`src/sv/abmio_pkg.sv`:
```
// Shared types, codes and constants of the arcade board memory and I/O block.
// Used by every module of the block; depends on nothing.
`default_nettype none

package abmio_pkg;

    localparam int MEM_ADDR_W = 14;
    localparam int BYTE_W     = 8;
    localparam int ADDR_W     = 16;
    localparam int PORT_W     = 8;
    localparam int BUTTON_W   = 3;
    localparam int CFG_IDX_W  = 1;

    typedef enum logic [2:0] {
        OP_MEM_READ  = 3'd0,
        OP_MEM_WRITE = 3'd1,
        OP_IO_IN     = 3'd2,
        OP_IO_OUT    = 3'd3,
        OP_BUTTON    = 3'd4,
        OP_ROM_LOAD  = 3'd5
    } op_t;

    localparam logic [PORT_W-1:0] PORT_SWITCHES0    = 8'd0;
    localparam logic [PORT_W-1:0] PORT_BUTTONS      = 8'd1;
    localparam logic [PORT_W-1:0] PORT_SWITCHES2    = 8'd2;
    localparam logic [PORT_W-1:0] PORT_SHIFT_READ   = 8'd3;
    localparam logic [PORT_W-1:0] PORT_SHIFT_AMOUNT = 8'd2;
    localparam logic [PORT_W-1:0] PORT_SHIFT_DATA   = 8'd4;

    localparam logic [CFG_IDX_W-1:0] CFG_PORT0_SWITCHES = 1'b0;
    localparam logic [CFG_IDX_W-1:0] CFG_PORT2_SWITCHES = 1'b1;

    localparam logic [BUTTON_W-1:0] BTN_COIN       = 3'd0;
    localparam logic [BUTTON_W-1:0] BTN_TWO_PLAYER = 3'd1;
    localparam logic [BUTTON_W-1:0] BTN_ONE_PLAYER = 3'd2;
    localparam logic [BUTTON_W-1:0] BTN_FIRE       = 3'd3;
    localparam logic [BUTTON_W-1:0] BTN_LEFT       = 3'd4;
    localparam logic [BUTTON_W-1:0] BTN_RIGHT      = 3'd5;

    typedef struct packed {
        op_t                 op;
        logic [ADDR_W-1:0]   address;
        logic [PORT_W-1:0]   port;
        logic [BYTE_W-1:0]   data;
        logic [BUTTON_W-1:0] button;
        logic                pressed;
    } item_t;

    typedef struct packed {
        logic                  rd_en;
        logic                  wr_en;
        logic [MEM_ADDR_W-1:0] rd_addr;
        logic [MEM_ADDR_W-1:0] wr_addr;
        logic [BYTE_W-1:0]     wr_data;
    } mem_req_t;

    function automatic logic [BYTE_W-1:0] button_mask(input logic [BUTTON_W-1:0] btn);
        logic [BYTE_W-1:0] mask;
        case (btn)
            BTN_COIN:       mask = 8'h01;
            BTN_TWO_PLAYER: mask = 8'h02;
            BTN_ONE_PLAYER: mask = 8'h04;
            BTN_FIRE:       mask = 8'h10;
            BTN_LEFT:       mask = 8'h20;
            BTN_RIGHT:      mask = 8'h40;
            default:        mask = 8'h00;
        endcase
        return mask;
    endfunction

endpackage

`default_nettype wire

```
`src/sv/abmio_io.sv`:
```
// I/O ports: switch registers, button latch and the byte-window shift pair.
// Registers the input port byte of each item. Depends on abmio_pkg.
`default_nettype none

module abmio_io (
    input  wire logic                            clk,
    input  wire logic                            rst_n,
    input  wire logic                            cfg_write,
    input  wire logic [abmio_pkg::CFG_IDX_W-1:0] cfg_index,
    input  wire logic [abmio_pkg::BYTE_W-1:0]    cfg_data,
    input  wire logic                            accept,
    input  wire abmio_pkg::item_t                item,
    output logic [abmio_pkg::BYTE_W-1:0]         io_data
);

    logic [abmio_pkg::BYTE_W-1:0] port0_sw_reg;
    logic [abmio_pkg::BYTE_W-1:0] port2_sw_reg;
    logic [abmio_pkg::BYTE_W-1:0] shift_low_reg;
    logic [abmio_pkg::BYTE_W-1:0] shift_low_next;
    logic [abmio_pkg::BYTE_W-1:0] shift_high_reg;
    logic [abmio_pkg::BYTE_W-1:0] shift_high_next;
    logic [2:0]                   shift_amount_reg;
    logic [2:0]                   shift_amount_next;
    logic [abmio_pkg::BYTE_W-1:0] button_latch_reg;
    logic [abmio_pkg::BYTE_W-1:0] button_latch_next;
    logic [abmio_pkg::BYTE_W-1:0] io_data_reg;
    logic [abmio_pkg::BYTE_W-1:0] io_data_next;
    logic [15:0]                  pair_shifted;
    logic [abmio_pkg::BYTE_W-1:0] mask;

    assign pair_shifted = {shift_high_reg, shift_low_reg} << shift_amount_reg;
    assign mask         = abmio_pkg::button_mask(item.button);

    always_comb
    begin
        case (item.port)
            abmio_pkg::PORT_SWITCHES0:  io_data_next = port0_sw_reg;
            abmio_pkg::PORT_BUTTONS:    io_data_next = button_latch_reg;
            abmio_pkg::PORT_SWITCHES2:  io_data_next = port2_sw_reg;
            abmio_pkg::PORT_SHIFT_READ: io_data_next = pair_shifted[15:8];
            default:                    io_data_next = '0;
        endcase
    end

    always_comb
    begin
        shift_low_next    = shift_low_reg;
        shift_high_next   = shift_high_reg;
        shift_amount_next = shift_amount_reg;
        button_latch_next = button_latch_reg;
        if (accept && item.op == abmio_pkg::OP_IO_OUT)
        begin
            if (item.port == abmio_pkg::PORT_SHIFT_AMOUNT)
            begin
                shift_amount_next = item.data[2:0];
            end
            else if (item.port == abmio_pkg::PORT_SHIFT_DATA)
            begin
                shift_low_next  = shift_high_reg;
                shift_high_next = item.data;
            end
        end
        if (accept && item.op == abmio_pkg::OP_BUTTON)
        begin
            if (item.pressed)
            begin
                button_latch_next = button_latch_reg | mask;
            end
            else
            begin
                button_latch_next = button_latch_reg & ~mask;
            end
        end
    end

    always_ff @(posedge clk or negedge rst_n)
    begin
        if (!rst_n)
        begin
            port0_sw_reg     <= '0;
            port2_sw_reg     <= '0;
            shift_low_reg    <= '0;
            shift_high_reg   <= '0;
            shift_amount_reg <= '0;
            button_latch_reg <= '0;
        end
        else
        begin
            if (cfg_write && cfg_index == abmio_pkg::CFG_PORT0_SWITCHES)
            begin
                port0_sw_reg <= cfg_data;
            end
            if (cfg_write && cfg_index == abmio_pkg::CFG_PORT2_SWITCHES)
            begin
                port2_sw_reg <= cfg_data;
            end
            shift_low_reg    <= shift_low_next;
            shift_high_reg   <= shift_high_next;
            shift_amount_reg <= shift_amount_next;
            button_latch_reg <= button_latch_next;
        end
    end

    always_ff @(posedge clk)
    begin
        if (accept)
        begin
            io_data_reg <= io_data_next;
        end
    end

    assign io_data = io_data_reg;

endmodule

`default_nettype wire

```
`config.mk`:
```
export PLATFORM = sky130hd
export DESIGN_NAME = abmio_io
export DESIGN_NICKNAME = d
export VERILOG_FILES = /design/src/sv/abmio_pkg.sv /design/src/sv/abmio_io.sv
export SDC_FILE = /design/constraint.sdc
export NUM_CORES = 1
export LEC_CHECK = 0
export BUFFER_PORTS_ARGS = -buffer_cell sky130_fd_sc_hd__buf_2
export CAP_MARGIN = 20
export CELL_PAD_IN_SITES_DETAIL_PLACEMENT = 1
export CELL_PAD_IN_SITES_GLOBAL_PLACEMENT = 2
export CORE_MARGIN = 2
export CORE_UTILIZATION = 39
export CTS_CLUSTER_SIZE = 10
export DETAILED_ROUTE_END_ITERATION = 10
export PLACE_DENSITY = 0.85
export SLEW_MARGIN = 20
export SYNTH_ARGS = -nofsm -noshare
export SYNTH_HDL_FRONTEND = slang
export SYNTH_SLANG_ARGS = --single-unit
```
`constraint.sdc`:
```
create_clock -name clk -period 4.8 [get_ports clk]
set_input_delay 0 -clock clk [delete_from_list [all_inputs] [get_ports clk]]
set_output_delay 0 -clock clk [all_outputs]
set_load 0.02 [all_outputs]
```
==> results of run 1 <==
routing by layer:
| layer | vias to the layer above | GRT usage | part of all wire |
|---|---|---|---|
| li1 | 778 | - | - |
| met1 | 879 | 0.2288 | 0.43 |
| met2 | 35 | 0.2828 | 0.51 |
| met3 | 7 | 0.03736 | 0.042 |
| met4 | 0 | 0.05279 | 0.015 |
| met5 | - | 0 | 0 |
critical path, delay by kind of cell (launching register included):
kind               cells  cell delay, ps
muxes                  2             800
AOI/OAI and AO/OA      1             120
DFF                    1             810
layout by cell type (no fill, tap or decap), drive strengths merged, types with 6 or more instances in the layout:
master,netlist,final
a21oi,6,6
buf,4,43
clkbuf,5,7
dfrtp,40,40
dlygate4sd3,0,17
edfxtp,8,8
mux2,40,40
mux2i,16,16
mux4,14,14
nor2,8,8
o22ai,6,6
cells by family (layout without fill, tap and decap cells):
group | count (synthesis) | after routing | synth area share
AO/OA/AOI/OAI | 14 | 14 | 0.03383
AND/OR/NAND/NOR | 28 | 28 | 0.07215
flip-flops | 48 | 48 | 0.4935
buffers and inverters | 9 | 68 | 0.01741
multiplexers | 70 | 70 | 0.3831
power by group through the flow:
stage / clock network (uW) / logic, uW / registers, uW
after CTS: 258 / 101 / 461
final: 250 / 99.7 / 460
after detailed placement: 0 / 90.3 / 469
after floorplan: 0 / 50.5 / 465
after global routing: 279 / 111 / 465
after global placement: 0 / 87.1 / 468
cell type report:
type,count,share of cell area
clock buffers,7,0.02833
clock inverters,1,0.002874
multi-input cells,112,0.4035
flip-flops and latches,48,0.4072
well taps,77,0.03161
repair buffers,60,0.1264
per-stage QoR:
stage               worst slack [ps]    util  hold slack (ps)  area [um^2]
global route                    2685  0.4855            8.556         3048
finish                          2824  0.4855            13.22         3048
CTS                             2831  0.4855            3.956         3048
global placement                2881  0.4433            163.1         2783
detailed placement              2826  0.4433            177.1         2783
floorplan                       2932       -           -295.6         2515
synth_stat cells:
master,n,area (um^2)
nor3b_1,1,7.510
or4_4,1,11.26
edfxtp_1,8,240.2
nor3_1,1,5.000
nand3_1,3,15.01
nand2_1,2,7.510
mux4_2,14,315.3
nor2_1,8,30.03
buf_1,1,3.750
nand2_2,1,6.260
dfrtp_1,40,1001
or3_1,1,6.260
mux2_4,10,150.1
nor2b_1,3,18.77
nor4b_1,1,8.760
nor4b_4,1,23.77
nor4_1,1,6.260
clkbuf_1,5,18.77
buf_6,1,11.26
o32ai_1,2,17.52
buf_2,2,10.01
or4_1,1,7.510
o22ai_1,6,37.54
mux2i_1,16,160.2
nand4b_1,1,8.760
nand4bb_1,1,11.26
a21oi_1,6,30.03
mux2_2,30,337.8
nand3b_1,1,7.510
how the worst max path moves through the flow:
stage | from | endpoint | cells past startpoint
floorplan | shift_amount_reg[1] | io_data[7] | 5
global placement | shift_amount_reg[1] | io_data[3] | 3
detailed placement | shift_amount_reg[1] | io_data[3] | 3
CTS | shift_amount_reg[1] | io_data[3] | 3
global route | shift_amount_reg[1] | io_data[3] | 3
finish | shift_amount_reg[1] | io_data[3] | 3
==> metrics.md, run 1 <==
| Metric | Value |
|---|---|
| Worst path required time | `just under 5000 ps` |
| Fin cells | `305` |
| Internal power | `616.5 uW` |
| Multi-input logic area | `~1200 um^2` |
| CTS sink cnt | `48` |
| Syn Nets | `between 200 and 250` |
| Synth Register Bits | `48` |
| Hold path startpoint | `item[0]` |
| Final Max Slew Viols | `0` |
| CP arrival | `around 2000 ps` |
| DR iter-0 viols | `~120` |
| Switching fraction of total power | `0.2392` |
| Sequential Power Share | `0.568` |
| CTS Root Cell | `clkbuf_8` |
| WS Path Type | `register to register` |
| # setup viols final | `0` |
| LEAKAGE | `around 0.0013 uW` |
| Status | `finished clean` |
| Post-route ant nets | `0` |
| Synthesis-to-layout area growth | `21.19%` |
| Final Skew | `roughly 13 ps` |
| TritonCTS Buffers | `5` |
| HPWL Detailed | `between 4 and 5 mm` |
| # diodes | `0` |
| Clock latency on the worst-skew pair | `~300 ps` |
| Tmin final | `~2000 ps` |
| Nets | `279` |
| Sequential share of the synthesized area | `0.4935` |
| Crit-path slowest cell | `dfrtp_1` |
| Rows | `29` |
| Critical path, cell by cell | `mux4_2 > mux2i_1 > o32ai_1` |
| Final period util | `0.4118` |
| Share of layout cells above drive strength 1 | `0.4693` |
| Setup TNS Final | `0 ps` |
| Tot Pwr | `between 800 and 900 uW` |
| Max IR drop VDD | `~0.00011 V` |
| Initial core utilization | `0.4006` |
| Reg-to-reg endpoint | `io_data[3]` |
| Fmax | `between 0.5 and 0.6 GHz` |
| HP Class | `input pin to register` |
| Sequential cell area | `1241 um^2` |
| Crit-path max FO | `15` |
| Mapped Cells | `169` |
| Clock network power share | `0.309` |
| Origin of the critical flop-to-flop path | `shift_amount_reg[1]` |
| I/O pin total | `60` |
| Reg2reg setup slack | `2820 ps` |
| Grt total ovfl | `0` |
| Gr usage total | `0.1719` |
| R2R depth | `3` |
| WHS Path Cells | `2` |
| Worst-path clk slew | `about 80 ps` |
| TritonCTS clock tree | `done` |
| Final Hold Viols | `0` |
| Core box area | `around 6300 um^2` |
| Mapped Area | `~2500 um^2` |
| Pwr/cell area | `approximately 270 nW/um^2` |
| CP endpoint kind | `register` |
| H-tree level count | `2` |
| Die ar. | `7106 um^2` |
| Largest net degree at the start of global routing | `41` |
| DIE WIDTH | `~84 um` |
| Maximum Capacitance Violations | `0` |
| Postcts setup bufs | `0` |
| Critical Path Max Stage Delay | `810 ps` |
| Psw | `a little under 200 uW` |
| Slew headroom | `0.4062` |
| Fillcell total | `roughly 660` |
| Die Ht | `84.30 um` |
| Worst-case clock buffer depth | `2` |
| Inst Count DP | `280` |
| CTS resizes | `0` |
| Drt pass-1 iters | `4` |
| Syn Area/Cell | `between 10 and 15 um^2` |
| Post-synth cell types | `29` |
| Antenna violations before repair | `0` |
| Port bufs | `between 40 and 50` |
| Worst-Margin Slew | `a little under 900 ps` |
| CP startpoint kind | `register` |
| DR vias/cell | `around 5.6` |
| Post-CTS Hold Fix Bufs | `17` |
| Drt total wl | `5.645 mm` |
| Final GP Congestion | `between 0.7 and 0.8` |
| Vias in the first global route | `1802` |
| Comb pwr share | `0.123` |
| Drt drc | `0` |
| First-pass GRT wire length | `9.411 mm` |
| RSZ-0062 raised after global routing | `no` |
| Drt wl/cell | `around 19 um` |
| Synthesis Warnings | `0` |
| DR vias | `about 1700` |
No activity file was read; power rests on OpenSTA's default activity.
==> inputs of run 2 (changes only) <==
--- a/config.mk
+++ b/config.mk
@@ -10,10 +10,10 @@
 export CELL_PAD_IN_SITES_DETAIL_PLACEMENT = 1
 export CELL_PAD_IN_SITES_GLOBAL_PLACEMENT = 2
 export CORE_MARGIN = 2
-export CORE_UTILIZATION = 39
+export CORE_UTILIZATION = 36
 export CTS_CLUSTER_SIZE = 10
 export DETAILED_ROUTE_END_ITERATION = 10
-export PLACE_DENSITY = 0.85
+export PLACE_DENSITY = 0.79
 export SLEW_MARGIN = 20
 export SYNTH_ARGS = -nofsm -noshare
 export SYNTH_HDL_FRONTEND = slang
==> constraint.sdc (replaced) <==
create_clock -name clk -period 2.1 [get_ports clk]
set_input_delay 0 -clock clk [delete_from_list [all_inputs] [get_ports clk]]
set_output_delay 0 -clock clk [all_outputs]
set_load 0.02 [all_outputs]
==> run 2 against run 1 <==
Wire length up 1.1%. Fmax increased by 11%. Register-to-register slack lost 2500 ps. First-iteration DRC count shrank 77%. Clock skew down 4.5 ps. Sequential power increased by 130%. Non-clock buffer count increased by 5. Worst setup slack got worse by 2500 ps. Critical path depth is the same. Critical path type unchanged.
==> metrics.md, run 2 (synthesis gave the netlist of run 1 again) <==
| Metric | Value |
|---|---|
| Post-layout util | `0.4645 (-0.02109)` |
| Postcts setup bufs | `0 (unchanged)` |
| Final Skew | `8.786 ps (-4.482 ps)` |
| Grt total ovfl | `0 (unchanged)` |
| Share of layout cells above drive strength 1 | `0.4850 (+0.01568)` |
| Crit-path max FO | `15 (unchanged)` |
| Gr usage total | `0.1657 (-0.006213)` |
| Rows | `30 (+3.4%)` |
| DR iter-0 viols | `28 (-77%)` |
| Vias in the first global route | `1843 (+2.3%)` |
| Post-route ant nets | `0 (unchanged)` |
| CP arrival | `1830 ps (-180 ps)` |
| Core box area | `6794 um^2 (+8.2%)` |
| LEAKAGE | `0.001358 uW (+3.4%)` |
| HPWL Detailed | `4.122 mm (+2.9%)` |
| DR vias/cell | `5.152 (-7.5%)` |
| # diodes | `0 (unchanged)` |
| Port bufs | `43 (unchanged)` |
| Most common cell after layout, fill and taps aside | `buf_2` |
| Largest net degree at the start of global routing | `41 (unchanged)` |
| Clock latency on the worst-skew pair | `300 ps (about the same)` |
| WS Path Type | `register to register` |
| Drt wl/cell | `17.35 um (-6.2%)` |
| Worst-Margin Slew | `895.7 ps (+5.099 ps)` |
| TritonCTS clock tree | `done` |
| Nets | `284 (+1.8%)` |
| Status | `finished clean` |
| I/O pin total | `60 (unchanged)` |
| Commonest non-fill, non-tap cells in the layout | `43 x buf_2, 39 x dfrtp_1, 30 x mux2_2` |
| Final GP Congestion | `0.7809 (+2.6%)` |
| CTS sink cnt | `48 (unchanged)` |
| Maximum Capacitance Violations | `0 (unchanged)` |
| DIE WIDTH | `87.58 um (+3.9%)` |
| Inst Count DP | `303 (+8.2%)` |
| Drt drc | `0 (unchanged)` |
| Final period util | `0.8508 (+0.4391)` |
| CP endpoint kind | `register` |
| # setup viols final | `0 (unchanged)` |
| Fin cells | `329 (+7.9%)` |
| Worst-case clock buffer depth | `2 (unchanged)` |
| Critical path, cell by cell | `mux4_2 > mux2i_1 > o22ai_1` |
| Crit-path slowest cell | `dfrtp_2` |
| Max IR drop VDD | `0.0003275 V (+200%)` |
| Post-route cell area | `3156 um^2 (+3.5%)` |
| TritonCTS Buffers | `5 (unchanged)` |
| Die ar. | `7670 um^2 (+7.9%)` |
| Setup TNS Final | `0 ps (unchanged)` |
| Slew headroom | `0.4029 (-0.003399)` |
| CP startpoint kind | `register` |
| Critical Path Max Stage Delay | `600 ps (-210 ps)` |
| Initial core utilization | `0.3702 (-0.03047)` |
| Dpl cell area | `2836 um^2 (+1.9%)` |
| Final Max Slew Viols | `0 (unchanged)` |
| Worst-path clk slew | `90 ps (about the same)` |
| Synthesis-to-layout area growth | `25.47%` |
| Drt pass-1 iters | `4 (unchanged)` |
| Final Hold Viols | `0 (unchanged)` |
| Fmax | `0.5597 GHz (+11%)` |
| Drt total wl | `5.709 mm (+1.1%)` |
| RSZ-0062 raised after global routing | `no` |
| Die Ht | `87.58 um (+3.9%)` |
| First-pass GRT wire length | `9.591 mm (+1.9%)` |
| H-tree level count | `2 (unchanged)` |
| Worst path required time | `2140 ps (-2700 ps)` |
| Tmin final | `1787 ps (-189.7 ps)` |
| DR vias | `1695 (-0.24%)` |
| HP Class | `input pin to register` |
| Pwr/cell area | `657.5 nW/um^2 (+150%)` |
| Antenna violations before repair | `0 (unchanged)` |
| Fillcell total | `690 (+4.9%)` |
| CTS Root Cell | `clkbuf_8` |
run 2: metal layers:
metal | global-route usage | vias to the layer above | routed length [um] | part of all wire
li1 | - | 780 | - | -
met1 | 0.2154 | 878 | 2562 | 0.45
met2 | 0.2844 | 32 | 2882 | 0.50
met3 | 0.02639 | 5 | 189 | 0.033
met4 | 0.05315 | 0 | 74 | 0.013
met5 | 0 | - | 0 | 0
run 2: metrics by stage:
| step | worst slack, ps | power (uW) | hold WS (ps) |
|---|---|---|---|
| 2_1_floorplan | 231.6 | 1179 | -295.6 |
| 3_5_place_dp | 119.6 | 1283 | 177.9 |
| 5_1_grt | 235.0 | 2184 | 61.33 |
| 6_report | 313.3 | 2075 | 68.01 |
| 3_3_place_gp | 184.7 | 1273 | 172.1 |
| 4_1_cts | 76.52 | 2106 | 58.54 |
run 2: layout make-up:
type	count	area, um^2	share of cell area
clock buffer	5	68.82	0.02181
clock inverter	3	68.82	0.02181
multi-input combinational	112	1230	0.3898
sequential	48	1242	0.3937
tap	96	120.1	0.03806
timing repair buffer	65	425.4	0.1348
run 2: critical path, delay by kind of cell (launching register included):
family | cells | cell delay [ps]
muxes | 2 | 800
DFF | 1 | 600
AOI/OAI and AO/OA | 1 | 130
run 2: final timing paths:
kind | startpoint | to | slack, ps | depth (start not counted)
max | shift_amount_reg[1] | io_data[0] | 310 | 3
max in group asynchronous | rst_n | shift_amount_reg[1] | 1130 | 2
max reg2reg | shift_amount_reg[1] | io_data[0] | 310 | 3
min | item[1] | register | 70 | 3
min reg2reg | port2_sw_reg[7] | port2_sw_reg[7] | 510 | 1
min in group asynchronous | rst_n | shift_high_reg[3] | 360 | 2
run 2: what timing repair did:
item | CTS | global route
gates resized for setup | 0 | 1
endpoints found under the setup margin | 0 | 1
hold buffers | 18 | 0
endpoints found under the hold margin | 71 | 0
run 2: report_power, final:
| group | switching (uW) | leakage (uW) | internal [uW] |
|---|---|---|---|
| Clock | 310 | 0.0000687 | 479 |
| Combinational | 103 | 0.000689 | 129 |
| Sequential | 40.2 | 0.000600 | 1010 |
==> inputs of run 3 (changes only) <==
--- a/config.mk
+++ b/config.mk
@@ -13,6 +13,7 @@
 export CORE_UTILIZATION = 36
 export CTS_CLUSTER_SIZE = 10
 export DETAILED_ROUTE_END_ITERATION = 10
+export MAX_ROUTING_LAYER = met4
 export PLACE_DENSITY = 0.79
 export SLEW_MARGIN = 20
 export SYNTH_ARGS = -nofsm -noshare
==> run 3 against run 2 <==
Register-to-register slack about the same. Clock power about the same. Clock skew about the same. Power about the same. Cell count unchanged. Non-clock buffer count unchanged. Sequential power about the same. Sequential share of layout area unchanged. Count of clock-buffer cells in the layout unchanged. Global-route usage increased by 0.50 points.
==> metrics.md, run 3 (synthesis gave the netlist of run 1 again) <==
| Metric | Value |
|---|---|
| M2 GR Usage | `0.2837 (-0.0006887)` |
| WHS Endpoint | `io_data[5]` |
| Final Skew | `8.727 ps (-0.05954 ps)` |
| Critical path, cell by cell | `mux4_2 > mux2i_1 > o22ai_1` |
| Worst-case clock buffer depth | `2 (unchanged)` |
| Gr usage total | `0.1707 (+0.005038)` |
| CTS Root Cell | `clkbuf_8` |
| DIE WIDTH | `87.58 um (unchanged)` |
| Postcts setup bufs | `0 (unchanged)` |
| Nets | `284 (unchanged)` |
| HPWL Detailed | `4.122 mm (unchanged)` |
| Drt wl/cell | `17.36 um (about the same)` |
| Multi-input logic area | `1230 um^2 (unchanged)` |
| Post-layout util | `0.4645 (unchanged)` |
| Antenna violations before repair | `0 (unchanged)` |
| H-tree level count | `2 (unchanged)` |
| Synthesis-to-layout area growth | `25.47% (unchanged)` |
| Dpl cell area | `2836 um^2 (unchanged)` |
| Fmax | `0.5622 GHz (+0.45%)` |
| Pwr/cell area | `658.1 nW/um^2 (about the same)` |
| Largest net degree at the start of global routing | `41 (unchanged)` |
| Final Hold Viols | `0 (unchanged)` |
| Tmin final | `1779 ps (-8.083 ps)` |
| Hold path startpoint | `accept` |
| Crit-path max FO | `15 (unchanged)` |
| Setup TNS Final | `0 ps (unchanged)` |
| Status | `finished clean` |
| TritonCTS clock tree | `done` |
| WHS Path Cells | `1 (-2)` |
| GR peak layer | `met2` |
| Reg2reg setup slack | `320 ps (about the same)` |
| Die Ht | `87.58 um (unchanged)` |
| DR vias/cell | `5.143 (-0.18%)` |
| Critical Path Max Stage Delay | `600 ps (about the same)` |
| Hold_ws | `66.80 ps (-1.212 ps)` |
| # setup viols final | `0 (unchanged)` |
| Drt total wl | `5.712 mm (about the same)` |
| Port bufs | `43 (unchanged)` |
| LEAKAGE | `0.001358 uW (unchanged)` |
| Core box area | `6794 um^2 (unchanged)` |
| CP endpoint kind | `register` |
| Drt pass-1 iters | `4 (unchanged)` |
| Vias in the first global route | `1849 (+0.33%)` |
| Commonest non-fill, non-tap cells in the layout | `43 x buf_2, 39 x dfrtp_1, 30 x mux2_2` |
| Origin of the critical flop-to-flop path | `shift_amount_reg[1]` |
| HP Class | `input pin to register` |
| Final period util | `0.8470 (-0.003849)` |
| Worst-Margin Slew | `898.8 ps (+3.105 ps)` |
| Max IR drop VDD | `0.0003275 V (about the same)` |
| Die ar. | `7670 um^2 (unchanged)` |
| Sequential cell area | `1242 um^2 (unchanged)` |
| Post-route cell area | `3156 um^2 (unchanged)` |
| # diodes | `0 (unchanged)` |
| First-pass GRT wire length | `9.570 mm (-0.22%)` |
| Initial core utilization | `0.3702 (unchanged)` |
| DR vias | `1692 (-0.18%)` |
| Final GP Congestion | `0.7916 (+1.4%)` |
| Drt drc | `0 (unchanged)` |
| I/O pin total | `60 (unchanged)` |
| TritonCTS Buffers | `5 (unchanged)` |
| Grt total ovfl | `0 (unchanged)` |
| Share of layout cells above drive strength 1 | `0.4850 (unchanged)` |
| Worst path required time | `2140 ps (about the same)` |
| Post-route ant nets | `0 (unchanged)` |
| Crit. Startpoint | `shift_amount_reg[1]` |
| Reg-to-reg endpoint | `io_data[0]` |
| Rows | `30 (unchanged)` |
| Fillcell total | `690 (unchanged)` |
| CTS sink cnt | `48 (unchanged)` |
| CP arrival | `1820 ps (about the same)` |
| R2R depth | `3 (unchanged)` |
| RSZ-0062 raised after global routing | `no` |
| Global-route met3 utilization | `0.02639 (unchanged)` |
| Most common cell after layout, fill and taps aside | `buf_2` |
| Clock latency on the worst-skew pair | `300 ps (about the same)` |
| Crit-path slowest cell | `dfrtp_2` |
| WS Path Type | `register to register` |
| Final Max Slew Viols | `0 (unchanged)` |
| CP startpoint kind | `register` |
| Slew headroom | `0.4008 (-0.002070)` |
| Maximum Capacitance Violations | `0 (unchanged)` |
| DR iter-0 viols | `30 (+7.1%)` |
| Met1 Use GR | `0.2154 (unchanged)` |
| Worst-path clk slew | `90 ps (about the same)` |
==> run 3: area by class of cell <==
type | instances | share of cell area
clock buffer | 5 | 0.02181
clock inverter | 3 | 0.02181
multi-input combinational | 112 | 0.3898
sequential | 48 | 0.3937
tap | 96 | 0.03806
timing repair buffer | 65 | 0.1348
==> run 3: repair_timing <==
item | in CTS | in global routing
endpoints found under the setup margin | 0 | 1
endpoints found under the hold margin | 71 | 0
hold buffers | 18 | 0
resized for setup | 0 | 1
==> run 3: metal layers <==
| metal | vias up | share of wire |
|---|---|---|
| li1 | 779 | - |
| met3 | 4 | 0.035 |
| met4 | 0 | 0.011 |
| met2 | 34 | 0.51 |
| met1 | 875 | 0.45 |
| met5 | - | 0 |
==> run 3: where the power goes <==
group	total, uW	switching (uW)	leakage [uW]	internal [uW]
clock	792	313	0.0000687	479
sequential	1050	40.1	0.000600	1010
combinational	232	103	0.000689	129
==> run 3: critical path: cells and delay by family, from the launching register on <==
family             cells  cell delay, ps
DFF                    1             600
AOI/OAI and AO/OA      1             130
muxes                  2             790
==> run 3: how the worst max path moves through the flow <==
stage          slack [ps]          to  cells past startpoint
2_1_floorplan         230  io_data[7]                      5
3_3_place_gp          180  io_data[7]                      3
3_5_place_dp          120  io_data[0]                      3
4_1_cts                80  io_data[0]                      3
5_1_grt               230  io_data[0]                      3
6_report              320  io_data[0]                      3
==> run 3: metrics by stage <==
step,power [uW],cells,setup slack [ps]
global route,2180,329,235.0
global placement,1273,303,184.7
detailed placement,1283,303,119.6
finish,2077,329,321.3
CTS,2106,329,76.52
floorplan,1179,169,231.6
